==> src/design/tlpca_pkg.sv <==
// shared constants, codes and types of the two-level priority core allocator
package tlpca_pkg;

  localparam int CORES       = 2;
  localparam int POOL        = 16;
  localparam int CORE_W      = (CORES > 1) ? $clog2(CORES) : 1;
  localparam int TICKET_W    = $clog2(POOL);
  localparam int COUNT_W     = $clog2(POOL + 1);
  localparam int CFG_CORES_W = 2;
  localparam int CFG_DATA_W  = 2;
  localparam int OPCODE_W    = 2;
  localparam int PRIO_W      = 2;
  localparam int CORE_IDX_W  = 2;
  localparam int STATUS_W    = 4;

  // register indexes
  localparam logic REG_CORES_IN_USE = 1'b0;
  localparam logic REG_HW_ERROR     = 1'b1;

  // opcodes
  localparam logic [OPCODE_W-1:0] OP_RESERVE = 2'd0;
  localparam logic [OPCODE_W-1:0] OP_RELEASE = 2'd1;
  localparam logic [OPCODE_W-1:0] OP_CANCEL  = 2'd2;

  // priorities
  localparam logic [PRIO_W-1:0] PRIO_HIGH = 2'd0;
  localparam logic [PRIO_W-1:0] PRIO_LOW  = 2'd1;

  // result status codes
  localparam logic [STATUS_W-1:0] ST_GRANTED      = 4'd0;
  localparam logic [STATUS_W-1:0] ST_QUEUED       = 4'd1;
  localparam logic [STATUS_W-1:0] ST_RELEASED     = 4'd2;
  localparam logic [STATUS_W-1:0] ST_CANCELLED    = 4'd3;
  localparam logic [STATUS_W-1:0] ST_BAD_PRIORITY = 4'd4;
  localparam logic [STATUS_W-1:0] ST_POOL_FULL    = 4'd5;
  localparam logic [STATUS_W-1:0] ST_BAD_CORE     = 4'd6;
  localparam logic [STATUS_W-1:0] ST_ALREADY_FREE = 4'd7;
  localparam logic [STATUS_W-1:0] ST_HW_ERROR     = 4'd8;
  localparam logic [STATUS_W-1:0] ST_BAD_TICKET   = 4'd9;

  // which waiter a queue search looks for
  typedef enum logic [1:0] {
    SEL_HIGH,
    SEL_LOW,
    SEL_TICKET
  } sel_e;

  // one waiter slot
  typedef struct packed {
    logic                valid;
    logic                is_low;
    logic [TICKET_W-1:0] ticket;
  } entry_t;

  // search state passed from a cell to its right neighbor
  typedef struct packed {
    logic                prev_valid;
    logic                found;
    logic                pick_low;
    logic [TICKET_W-1:0] pick_ticket;
  } link_t;

  // command broadcast to every cell
  typedef struct packed {
    logic                drop_en;
    logic                append_en;
    sel_e                sel;
    logic [TICKET_W-1:0] ticket;
    logic                append_low;
    logic [TICKET_W-1:0] append_ticket;
  } cmd_t;

endpackage

==> src/design/tlpca_cell.sv <==
// one waiter slot of the arrival-ordered queue
module tlpca_cell (
  input  logic              clk_i,
  input  logic              rst_ni,
  input  tlpca_pkg::cmd_t   cmd_i,
  input  tlpca_pkg::link_t  link_i,
  input  tlpca_pkg::entry_t right_i,
  output tlpca_pkg::link_t  link_o,
  output tlpca_pkg::entry_t entry_o
);

  logic                           valid_q, valid_d;
  logic                           is_low_q, is_low_d;
  logic [tlpca_pkg::TICKET_W-1:0] ticket_q, ticket_d;
  logic                           match;
  logic                           hit;

  always_comb begin
    case (cmd_i.sel)
      tlpca_pkg::SEL_HIGH:   match = !is_low_q;
      tlpca_pkg::SEL_LOW:    match = is_low_q;
      tlpca_pkg::SEL_TICKET: match = (ticket_q == cmd_i.ticket);
      default:               match = 1'b0;
    endcase
    // first matching waiter only
    hit = match && valid_q && !link_i.found;
  end

  assign link_o.prev_valid  = valid_q;
  assign link_o.found       = link_i.found | hit;
  assign link_o.pick_low    = hit ? is_low_q : link_i.pick_low;
  assign link_o.pick_ticket = hit ? ticket_q : link_i.pick_ticket;

  assign entry_o.valid  = valid_q;
  assign entry_o.is_low = is_low_q;
  assign entry_o.ticket = ticket_q;

  always_comb begin
    valid_d  = valid_q;
    is_low_d = is_low_q;
    ticket_d = ticket_q;
    if (cmd_i.drop_en && link_o.found) begin
      // removed slot or one behind it: take the neighbor's waiter
      valid_d  = right_i.valid;
      is_low_d = right_i.is_low;
      ticket_d = right_i.ticket;
    end else if (cmd_i.append_en && !valid_q && link_i.prev_valid) begin
      valid_d  = 1'b1;
      is_low_d = cmd_i.append_low;
      ticket_d = cmd_i.append_ticket;
    end
  end

  always_ff @(posedge clk_i or negedge rst_ni) begin
    if (!rst_ni) begin
      valid_q <= 1'b0;
    end else begin
      valid_q <= valid_d;
    end
  end

  always_ff @(posedge clk_i) begin
    is_low_q <= is_low_d;
    ticket_q <= ticket_d;
  end

endmodule

==> src/design/two_level_priority_core_allocator.sv <==
// top level of the two-level strict-priority core allocator
//
//  channel   handshake            payload
//  -------   ------------------   -----------------------------------------------
//  command   start / busy         opcode_i priority_req_i core_index_i
//                                 cancel_ticket_i
//  result    done_o (one cycle)   status_o granted_core_o ticket_o
//                                 handoff_valid_o handoff_ticket_o
//                                 handoff_core_o busy_mask_o high_waiting_o
//                                 low_waiting_o
//  config    cfg_we_i             cfg_index_i cfg_data_i
//
// for each item the accept edge latches the command; while busy is high the search
// runs through the queue cells, and the edge that ends busy updates all state
// the result shows on the ports in the cycle after that, with done_o high,
// and a new item may be accepted at the end of that same cycle
// the search is a single combinational ripple pass along the cell row
// reset is asynchronous; the queue valid bits, the ticket pool and the core
// busy bits clear at once, so no clearing pass is needed
// the receiver cannot stall; each result is shown for exactly one cycle
module two_level_priority_core_allocator (
  input  logic                              clk_i,
  input  logic                              rst_ni,
  // command
  input  logic                              start,
  output logic                              busy,
  input  logic [tlpca_pkg::OPCODE_W-1:0]    opcode_i,
  input  logic [tlpca_pkg::PRIO_W-1:0]      priority_req_i,
  input  logic [tlpca_pkg::CORE_IDX_W-1:0]  core_index_i,
  input  logic [tlpca_pkg::TICKET_W-1:0]    cancel_ticket_i,
  // result
  output logic                              done_o,
  output logic [tlpca_pkg::STATUS_W-1:0]    status_o,
  output logic [tlpca_pkg::CORE_W-1:0]      granted_core_o,
  output logic [tlpca_pkg::TICKET_W-1:0]    ticket_o,
  output logic                              handoff_valid_o,
  output logic [tlpca_pkg::TICKET_W-1:0]    handoff_ticket_o,
  output logic [tlpca_pkg::CORE_W-1:0]      handoff_core_o,
  output logic [tlpca_pkg::CORES-1:0]       busy_mask_o,
  output logic [tlpca_pkg::COUNT_W-1:0]     high_waiting_o,
  output logic [tlpca_pkg::COUNT_W-1:0]     low_waiting_o,
  // configuration
  input  logic                              cfg_we_i,
  input  logic                              cfg_index_i,
  input  logic [tlpca_pkg::CFG_DATA_W-1:0]  cfg_data_i
);

  // control and configuration
  logic                                busy_q;
  logic                                done_q;
  logic [tlpca_pkg::CFG_CORES_W-1:0]   cores_in_use_q;
  logic                                hw_error_q;

  // latched command
  logic [tlpca_pkg::OPCODE_W-1:0]      op_q;
  logic [tlpca_pkg::PRIO_W-1:0]        prio_q;
  logic [tlpca_pkg::CORE_IDX_W-1:0]    core_q;
  logic [tlpca_pkg::TICKET_W-1:0]      cticket_q;

  // allocator state
  logic [tlpca_pkg::CORES-1:0]         core_busy_q, core_busy_d;
  logic [tlpca_pkg::POOL-1:0]          ticket_in_use_q, ticket_in_use_d;
  logic [tlpca_pkg::COUNT_W-1:0]       high_count_q, high_count_d;
  logic [tlpca_pkg::COUNT_W-1:0]       low_count_q, low_count_d;

  // result registers
  logic [tlpca_pkg::STATUS_W-1:0]      status_q, status_d;
  logic [tlpca_pkg::CORE_W-1:0]        gcore_q, gcore_d;
  logic [tlpca_pkg::TICKET_W-1:0]      ticket_q, ticket_d;
  logic                                hv_q, hv_d;
  logic [tlpca_pkg::TICKET_W-1:0]      ht_q, ht_d;
  logic [tlpca_pkg::CORE_W-1:0]        hc_q, hc_d;

  // search helpers
  logic [tlpca_pkg::CFG_CORES_W-1:0]   n_eff;
  logic                                idle_found;
  logic [tlpca_pkg::CORE_W-1:0]        idle_core;
  logic                                free_found;
  logic [tlpca_pkg::TICKET_W-1:0]      free_ticket;
  logic [tlpca_pkg::CORE_W-1:0]        rel_core;
  logic                                accept;

  // queue cell row
  tlpca_pkg::cmd_t                     cmd;
  tlpca_pkg::link_t                    link_w  [tlpca_pkg::POOL+1];
  tlpca_pkg::entry_t                   entry_w [tlpca_pkg::POOL];
  tlpca_pkg::entry_t                   right_w [tlpca_pkg::POOL];
  tlpca_pkg::link_t                    chain_end;

  assign accept   = start && !busy_q;
  assign busy     = busy_q;
  assign rel_core = core_q[tlpca_pkg::CORE_W-1:0];

  // cores_in_use above the core count acts as the core count
  assign n_eff = (cores_in_use_q > tlpca_pkg::CFG_CORES_W'(tlpca_pkg::CORES)) ?
                 tlpca_pkg::CFG_CORES_W'(tlpca_pkg::CORES) : cores_in_use_q;

  // lowest idle core among the enabled ones
  always_comb begin
    idle_found = 1'b0;
    idle_core  = '0;
    for (int i = 0; i < tlpca_pkg::CORES; i++) begin
      if (!idle_found && !core_busy_q[i] &&
          (tlpca_pkg::CFG_CORES_W'(i) < n_eff)) begin
        idle_found = 1'b1;
        idle_core  = tlpca_pkg::CORE_W'(i);
      end
    end
  end

  // lowest free ticket of the pool
  always_comb begin
    free_found  = 1'b0;
    free_ticket = '0;
    for (int i = 0; i < tlpca_pkg::POOL; i++) begin
      if (!free_found && !ticket_in_use_q[i]) begin
        free_found  = 1'b1;
        free_ticket = tlpca_pkg::TICKET_W'(i);
      end
    end
  end

  // head of the chain: an imaginary valid slot in front of cell zero
  assign link_w[0].prev_valid  = 1'b1;
  assign link_w[0].found       = 1'b0;
  assign link_w[0].pick_low    = 1'b0;
  assign link_w[0].pick_ticket = '0;

  for (genvar g = 0; g < tlpca_pkg::POOL; g++) begin : g_cell
    if (g < tlpca_pkg::POOL - 1) begin : g_mid
      assign right_w[g] = entry_w[g+1];
    end else begin : g_last
      assign right_w[g] = '0;
    end

    tlpca_cell u_cell (
      .clk_i   (clk_i),
      .rst_ni  (rst_ni),
      .cmd_i   (cmd),
      .link_i  (link_w[g]),
      .right_i (right_w[g]),
      .link_o  (link_w[g+1]),
      .entry_o (entry_w[g])
    );
  end

  assign chain_end = link_w[tlpca_pkg::POOL];

  // execute step: runs in the cycle after accept
  always_comb begin
    core_busy_d     = core_busy_q;
    ticket_in_use_d = ticket_in_use_q;
    high_count_d    = high_count_q;
    low_count_d     = low_count_q;
    status_d        = tlpca_pkg::ST_BAD_TICKET;
    gcore_d         = '0;
    ticket_d        = '0;
    hv_d            = 1'b0;
    ht_d            = '0;
    hc_d            = '0;

    cmd.drop_en       = 1'b0;
    cmd.append_en     = 1'b0;
    cmd.sel           = tlpca_pkg::SEL_TICKET;
    cmd.ticket        = cticket_q;
    cmd.append_low    = (prio_q == tlpca_pkg::PRIO_LOW);
    cmd.append_ticket = free_ticket;

    if (busy_q) begin
      unique case (op_q)
        tlpca_pkg::OP_RESERVE: begin
          if (hw_error_q) begin
            status_d = tlpca_pkg::ST_HW_ERROR;
          end else if (prio_q != tlpca_pkg::PRIO_HIGH && prio_q != tlpca_pkg::PRIO_LOW) begin
            status_d = tlpca_pkg::ST_BAD_PRIORITY;
          end else if (idle_found) begin
            status_d               = tlpca_pkg::ST_GRANTED;
            gcore_d                = idle_core;
            core_busy_d[idle_core] = 1'b1;
          end else if (free_found) begin
            // a free ticket implies a free queue slot behind the last waiter
            status_d                     = tlpca_pkg::ST_QUEUED;
            ticket_d                     = free_ticket;
            ticket_in_use_d[free_ticket] = 1'b1;
            cmd.append_en                = 1'b1;
            if (prio_q == tlpca_pkg::PRIO_LOW) begin
              low_count_d = low_count_q + tlpca_pkg::COUNT_W'(1);
            end else begin
              high_count_d = high_count_q + tlpca_pkg::COUNT_W'(1);
            end
          end else begin
            status_d = tlpca_pkg::ST_POOL_FULL;
          end
        end
        tlpca_pkg::OP_RELEASE: begin
          if (core_q >= n_eff) begin
            status_d = tlpca_pkg::ST_BAD_CORE;
          end else if (!core_busy_q[rel_core]) begin
            status_d = tlpca_pkg::ST_ALREADY_FREE;
          end else begin
            status_d    = tlpca_pkg::ST_RELEASED;
            cmd.drop_en = 1'b1;
            // strict priority: high waiters first
            cmd.sel     = (high_count_q != '0) ? tlpca_pkg::SEL_HIGH : tlpca_pkg::SEL_LOW;
            if (chain_end.found) begin
              // core goes straight to the oldest waiter of that class and stays reserved
              hv_d = 1'b1;
              ht_d = chain_end.pick_ticket;
              hc_d = rel_core;
              ticket_in_use_d[chain_end.pick_ticket] = 1'b0;
              if (chain_end.pick_low) begin
                low_count_d = low_count_q - tlpca_pkg::COUNT_W'(1);
              end else begin
                high_count_d = high_count_q - tlpca_pkg::COUNT_W'(1);
              end
            end else begin
              core_busy_d[rel_core] = 1'b0;
            end
          end
        end
        tlpca_pkg::OP_CANCEL: begin
          cmd.drop_en = 1'b1;
          cmd.sel     = tlpca_pkg::SEL_TICKET;
          if (chain_end.found) begin
            status_d = tlpca_pkg::ST_CANCELLED;
            ticket_in_use_d[chain_end.pick_ticket] = 1'b0;
            if (chain_end.pick_low) begin
              low_count_d = low_count_q - tlpca_pkg::COUNT_W'(1);
            end else begin
              high_count_d = high_count_q - tlpca_pkg::COUNT_W'(1);
            end
          end
        end
        default: begin
          // unused opcode changes nothing and reports bad ticket
          status_d = tlpca_pkg::ST_BAD_TICKET;
        end
      endcase
    end
  end

  // control, configuration and allocator state
  always_ff @(posedge clk_i or negedge rst_ni) begin
    if (!rst_ni) begin
      busy_q          <= 1'b0;
      done_q          <= 1'b0;
      cores_in_use_q  <= tlpca_pkg::CFG_CORES_W'(2);
      hw_error_q      <= 1'b0;
      core_busy_q     <= '0;
      ticket_in_use_q <= '0;
      high_count_q    <= '0;
      low_count_q     <= '0;
    end else begin
      busy_q <= accept;
      done_q <= busy_q;
      if (cfg_we_i) begin
        unique case (cfg_index_i)
          tlpca_pkg::REG_CORES_IN_USE: cores_in_use_q <= cfg_data_i;
          tlpca_pkg::REG_HW_ERROR:     hw_error_q     <= cfg_data_i[0];
          default: ;
        endcase
      end
      core_busy_q     <= core_busy_d;
      ticket_in_use_q <= ticket_in_use_d;
      high_count_q    <= high_count_d;
      low_count_q     <= low_count_d;
    end
  end

  // command latch and result registers
  always_ff @(posedge clk_i) begin
    if (accept) begin
      op_q      <= opcode_i;
      prio_q    <= priority_req_i;
      core_q    <= core_index_i;
      cticket_q <= cancel_ticket_i;
    end
    if (busy_q) begin
      status_q <= status_d;
      gcore_q  <= gcore_d;
      ticket_q <= ticket_d;
      hv_q     <= hv_d;
      ht_q     <= ht_d;
      hc_q     <= hc_d;
    end
  end

  assign done_o           = done_q;
  assign status_o         = status_q;
  assign granted_core_o   = gcore_q;
  assign ticket_o         = ticket_q;
  assign handoff_valid_o  = hv_q;
  assign handoff_ticket_o = ht_q;
  assign handoff_core_o   = hc_q;
  // state registers already hold the after-step values while done_o is high
  assign busy_mask_o      = core_busy_q;
  assign high_waiting_o   = high_count_q;
  assign low_waiting_o    = low_count_q;

endmodule

==> config.mk <==
export PLATFORM = sky130hd
export DESIGN_NAME = two_level_priority_core_allocator
export DESIGN_NICKNAME = d
export VERILOG_FILES = /design/src/design/tlpca_pkg.sv /design/src/design/tlpca_cell.sv /design/src/design/two_level_priority_core_allocator.sv
export SDC_FILE = /design/constraint.sdc
export NUM_CORES = 1
export LEC_CHECK = 0
export ABC_CLOCK_PERIOD_IN_PS = 3800
export BUFFER_PORTS_ARGS = -buffer_cell sky130_fd_sc_hd__buf_4
export CAP_MARGIN = 30
export CORE_UTILIZATION = 25
export DETAILED_ROUTE_END_ITERATION = 7
export PLACE_DENSITY_LB_ADDON = 0.3
export SLEW_MARGIN = 15
export SYNTH_ARGS = -nofsm -noshare
export SYNTH_HDL_FRONTEND = slang
export SYNTH_SLANG_ARGS = --single-unit
==> constraint.sdc <==
create_clock -name clk_i -period 3.8 [get_ports clk_i]
set_clock_uncertainty 0.15 [all_clocks]
set_input_delay 0.38 -clock clk_i [delete_from_list [all_inputs] [get_ports clk_i]]
set_output_delay 0.38 -clock clk_i [all_outputs]
set_load 0.01 [all_outputs]
==> results.md <==
* Status: finished, violations left
* Violated checks: negative setup slack
* Critical path endpoint category: register
* Finish-stage setup viols at 29
* Net total in the final layout at 1245
* Combined buffer and inverter count along the critical path at 3
* Leading register cell type out of synthesis: sky130_fd_sc_hd__edfxtp_1
* Final routed wirelength across all metal layers at 35290 um
* Chip width at 200.9 um
* First drt pass iteration count at 5
* Period Utilization, post-route at 103.9%
* Worst path cell trace: buf_4 -> or4_4 -> nor3_4 -> nor3b_4 -> buf_4 -> or3_4 -> a2111oi_4 -> o32ai_4 -> a31o_4 -> buf_6 -> a2111oi_4 -> nor2_4 -> mux2_4
* Number of global-route vias before repair at 8880
* Worst setup slack after layout at -0.1473 ns
* Total congestion overflow at 0
* Number of ports placed on the die boundary at 46
* Top cells by area in the synthesized netlist: sky130_fd_sc_hd__edfxtp_1 (30%), sky130_fd_sc_hd__dfrtp_1 (12%), sky130_fd_sc_hd__mux2_2 (6.6%)
* Worst slew slack as a fraction of its limit at 30.35%
* # diodes at 0
* Slowest cell delay on critical path at 0.61 ns
* Post-synth EDFFs at 100
* Die footprint at 40370 um^2
* Post-synth top area share at 30.36%
* RSZ-0062 raised after global routing: yes
* RD Place Congestion at 0.9677
* Core Region at 38830 um^2
* Via count of the routed design at 9095
* Max-cap violation count at 0
* Number of max-slew violations in the final report at 0
* Critical path class: reg -> reg
* Post-Syn Nets at 1023
* Effective utilization at floorplan at 25.48%
* Critical path's slowest cell: sky130_fd_sc_hd__or4_4
* Critical Path AT at 4.13 ns
* Maximum net fanout on the critical path at 8
* Worst hold slack at 0.02347 ns
* Clock root buffer master: sky130_fd_sc_hd__clkbuf_16
* Proportion of layout cells with a drive suffix above 1 at 35.62%
* Maximum clock insertion buffer count at 2
* Logic depth of the worst setup path including buffers at 13
* Die Ht at 200.9 um
* Sequential cell area at 4330 um^2
* Setup total negative slack at -1.787 ns
* VDD IR max at 0.0003494 V
* Delay-heaviest family, CP: simple AND/OR/NAND/NOR gates
* Combined area of all synthesized cells at 9892 um^2
* Clock-pin slew reported for the worst setup and hold paths after clock tree synthesis at 0.07 ns
* Proportion of synthesized flip-flops having asynchronous set or reset at 31.82%
* Final Hold Viols at 0
* Row count at 72
* DRT antenna net count at 0
* Worst slew pin tran at 1.035 ns
* Combined area of the multi-input logic cells at 6006 um^2
* Number of levels the H-tree was split into at 4
* Global-route usage over all layers at 17.57%
* Port buffer count at 45
* Filler-free cell count of the finished design at 1745
* Initial antenna violation count at 0
* Number of cells on the worst reg-to-reg path at 13
* Wire per inst at 20.22 um
* Leakage at 5.207 nW
* Clock insertion delay at the later pin of the skew report at 0.45 ns
* PwrDens at 497.9 nW/um^2
* Highest attainable clock frequency at 0.2533 GHz
* Final HPWL DP at 24890 um
* Synthesis Warnings at 0
* Min-delay worst type: in -> reg
* Cell depth of the worst min-delay path at 2
* Register bit total from synthesis at 154
* Number of design-rule violations left by the first detailed-router iteration at 721
* Yosys cell types at 83
* Gate count after technology mapping at 992
* Mean instance size in the synthesized netlist at 9.972 um^2
* Sequential fraction of the synthesis area at 43.78%
* DP Cell Count at 1668
* Min cycle time layout at 3.947 ns
* Cell taking the most area after synthesis: sky130_fd_sc_hd__edfxtp_1
* Clock tree from TritonCTS: built
* Count of fill cells added during filler insertion at 3870
* Wire length of the first global-routing pass at 54300 um
* Count of clock tree sinks at 154
* Maximum number of pins on one net before global-route repair at 50
* CP Launch Type: register
* CTS buffer count at 17
* Post-DR vias/cell at 5.212
* Area delta synth->final at 38.63%
* DRC Markers at 0
* Required time of the critical path at 3.98 ns
-- kinds of logic (layout without fill, tap and decap cells) --
logic type      after synthesis  after routing  share of synthesized area (%)
mux                          74             74                          8.260
fa+ha+maj                    14             14                          1.923
simple gates                338            339                          17.27
compound gates              267            268                          19.15
flops                       154            154                          43.78
xor+xnor                     76             76                          6.729
buf+inv                      69            302                          2.896
-- placed cells by master (no fill, tap or decap), types with 6 or more instances in the layout --
cell type,instances
sky130_fd_sc_hd__o21ai_1,9
sky130_fd_sc_hd__o21ai_0,40
sky130_fd_sc_hd__xnor2_1,25
sky130_fd_sc_hd__nor2_1,84
sky130_fd_sc_hd__o31ai_1,7
sky130_fd_sc_hd__inv_6,7
sky130_fd_sc_hd__a31oi_1,18
sky130_fd_sc_hd__clkbuf_16,17
sky130_fd_sc_hd__ha_1,12
sky130_fd_sc_hd__dlygate4sd3_1,12
sky130_fd_sc_hd__buf_6,17
sky130_fd_sc_hd__buf_12,8
sky130_fd_sc_hd__nand3_1,27
sky130_fd_sc_hd__a2bb2oi_1,6
sky130_fd_sc_hd__and2_1,12
sky130_fd_sc_hd__edfxtp_1,100
sky130_fd_sc_hd__buf_4,201
sky130_fd_sc_hd__mux2_4,9
sky130_fd_sc_hd__nand4_1,11
sky130_fd_sc_hd__a31o_2,6
sky130_fd_sc_hd__nand2_1,68
sky130_fd_sc_hd__a21o_1,7
sky130_fd_sc_hd__mux2i_1,10
sky130_fd_sc_hd__o21ai_2,6
sky130_fd_sc_hd__nor3_1,27
sky130_fd_sc_hd__dfrtp_1,48
sky130_fd_sc_hd__nand3b_1,10
sky130_fd_sc_hd__mux2_2,52
sky130_fd_sc_hd__a21oi_1,59
sky130_fd_sc_hd__xor2_1,51
sky130_fd_sc_hd__nor4_1,10
sky130_fd_sc_hd__nor3_4,6
sky130_fd_sc_hd__o22a_1,11
sky130_fd_sc_hd__nor2b_1,8
sky130_fd_sc_hd__inv_1,28
sky130_fd_sc_hd__or3_1,9
sky130_fd_sc_hd__and3_1,14
-- worst reg2reg max path, cell delays in order (launching register included) --
cell and delay [ns]:
sky130_fd_sc_hd__dfrtp_1 0.39, sky130_fd_sc_hd__buf_4 0.15, sky130_fd_sc_hd__or4_4 0.61, sky130_fd_sc_hd__nor3_4 0.18
sky130_fd_sc_hd__nor3b_4 0.07, sky130_fd_sc_hd__buf_4 0.14, sky130_fd_sc_hd__or3_4 0.40, sky130_fd_sc_hd__a2111oi_4 0.37
sky130_fd_sc_hd__o32ai_4 0.16, sky130_fd_sc_hd__a31o_4 0.28, sky130_fd_sc_hd__buf_6 0.13, sky130_fd_sc_hd__a2111oi_4 0.39
sky130_fd_sc_hd__nor2_4 0.10, sky130_fd_sc_hd__mux2_4 0.31
-- cells in the mapped netlist, types with 6 or more instances --
master	number
sky130_fd_sc_hd__a211oi_1	7
sky130_fd_sc_hd__a21o_1	7
sky130_fd_sc_hd__a21oi_1	63
sky130_fd_sc_hd__a221oi_1	7
sky130_fd_sc_hd__a2bb2oi_1	6
sky130_fd_sc_hd__a311oi_1	6
sky130_fd_sc_hd__a31o_2	8
sky130_fd_sc_hd__a31oi_1	22
sky130_fd_sc_hd__and2_1	14
sky130_fd_sc_hd__and3_1	17
sky130_fd_sc_hd__buf_2	13
sky130_fd_sc_hd__clkbuf_1	26
sky130_fd_sc_hd__dfrtp_1	48
sky130_fd_sc_hd__edfxtp_1	100
sky130_fd_sc_hd__ha_1	12
sky130_fd_sc_hd__inv_1	28
sky130_fd_sc_hd__mux2_2	58
sky130_fd_sc_hd__mux2i_1	13
sky130_fd_sc_hd__nand2_1	69
sky130_fd_sc_hd__nand2b_1	6
sky130_fd_sc_hd__nand3_1	29
sky130_fd_sc_hd__nand3b_1	10
sky130_fd_sc_hd__nand4_1	11
sky130_fd_sc_hd__nor2_1	87
sky130_fd_sc_hd__nor2b_1	10
sky130_fd_sc_hd__nor3_1	34
sky130_fd_sc_hd__nor4_1	16
sky130_fd_sc_hd__o21ai_0	53
sky130_fd_sc_hd__o22a_1	12
sky130_fd_sc_hd__o31ai_1	8
sky130_fd_sc_hd__or3_1	13
sky130_fd_sc_hd__xnor2_1	25
sky130_fd_sc_hd__xor2_1	51
-- worst paths after layout --
kind                                               startpoint                                   end  slack [ns]
max in group asynchronous                              rst_ni  g_cell[6].u_cell.valid_q$_DFFE_PN0P_        2.59
worst min-delay path                            cfg_data_i[0]         cores_in_use_q[0]$_DFFE_PN0P_        0.02
min in group asynchronous                              rst_ni          low_waiting_o[0]$_DFFE_PN0P_        0.41
worst min register to register   low_waiting_o[2]$_DFFE_PN0P_          low_waiting_o[2]$_DFFE_PN0P_        0.41
worst max register to register  high_waiting_o[3]$_DFFE_PN0P_         high_waiting_o[1]$_DFFE_PN0P_       -0.15
worst max-delay path            high_waiting_o[3]$_DFFE_PN0P_         high_waiting_o[1]$_DFFE_PN0P_       -0.15
-- cell type report --
cell class | count | share of cell area (%)
clock buffers | 17 | 3.102
clock inverters | 15 | 1.369
inverters | 28 | 0.7664
multi-input cells | 771 | 43.80
flip-flops and latches | 154 | 31.58
well taps | 518 | 4.726
repair buffers | 242 | 14.66
-- stage by stage --
stage / power [W] / instance area (um^2) / setup WS, ns / utilization [%]
floorplan: 0.003537 / 9906 / 0.05460 / -
global placement: 0.004559 / 11960 / -0.8254 / 30.79
detailed placement: 0.004586 / 11960 / -0.3256 / 30.80
CTS: 0.006699 / 13310 / -0.1098 / 34.28
global route: 0.007139 / 13710 / -0.2504 / 35.32
finish: 0.006828 / 13710 / -0.1473 / 35.32
-- registers in the layout (all words and copies together), names as in the netlist, 2 cells and up --
register	flops
busy_mask_o	2
core_q	2
cores_in_use_q	2
cticket_q	4
g_cell.u_cell.is_low_q	16
g_cell.u_cell.ticket_q	64
g_cell.u_cell.valid_q	16
handoff_ticket_o	4
high_waiting_o	5
low_waiting_o	5
op_q	2
prio_q	2
status_o	4
ticket_in_use_q	16
ticket_o	4
-- repair_timing --
| item | in CTS | in global routing |
|---|---|---|
| resized for setup | 93 | 70 |
| endpoints found under the setup margin | 41 | 54 |
| hold endpoints to repair | 59 | 0 |
| hold buffers | 12 | 0 |
| pin swaps | 24 | 18 |
| gates cloned | 4 | 0 |
| buffers inserted | 22 | 8 |
-- routing by layer --
layer	share of wire (%)	vias to the layer above	GRT usage (%)
li1	-	4223	-
met1	46	4550	24.41
met2	46	267	27.55
met3	4.9	55	2.906
met4	2.8	0	5.916
met5	0	-	0
-- power by group --
part	internal (W)	switching, W	leakage [nW]	total, W
Sequential	0.00206	0.000257	1.55	0.00232
Combinational	0.00124	0.00144	3.36	0.00268
Clock	0.00105	0.000781	0.292	0.00183
Total	0.00435	0.00248	5.21	0.00683
(Power assumes the default switching activity.)
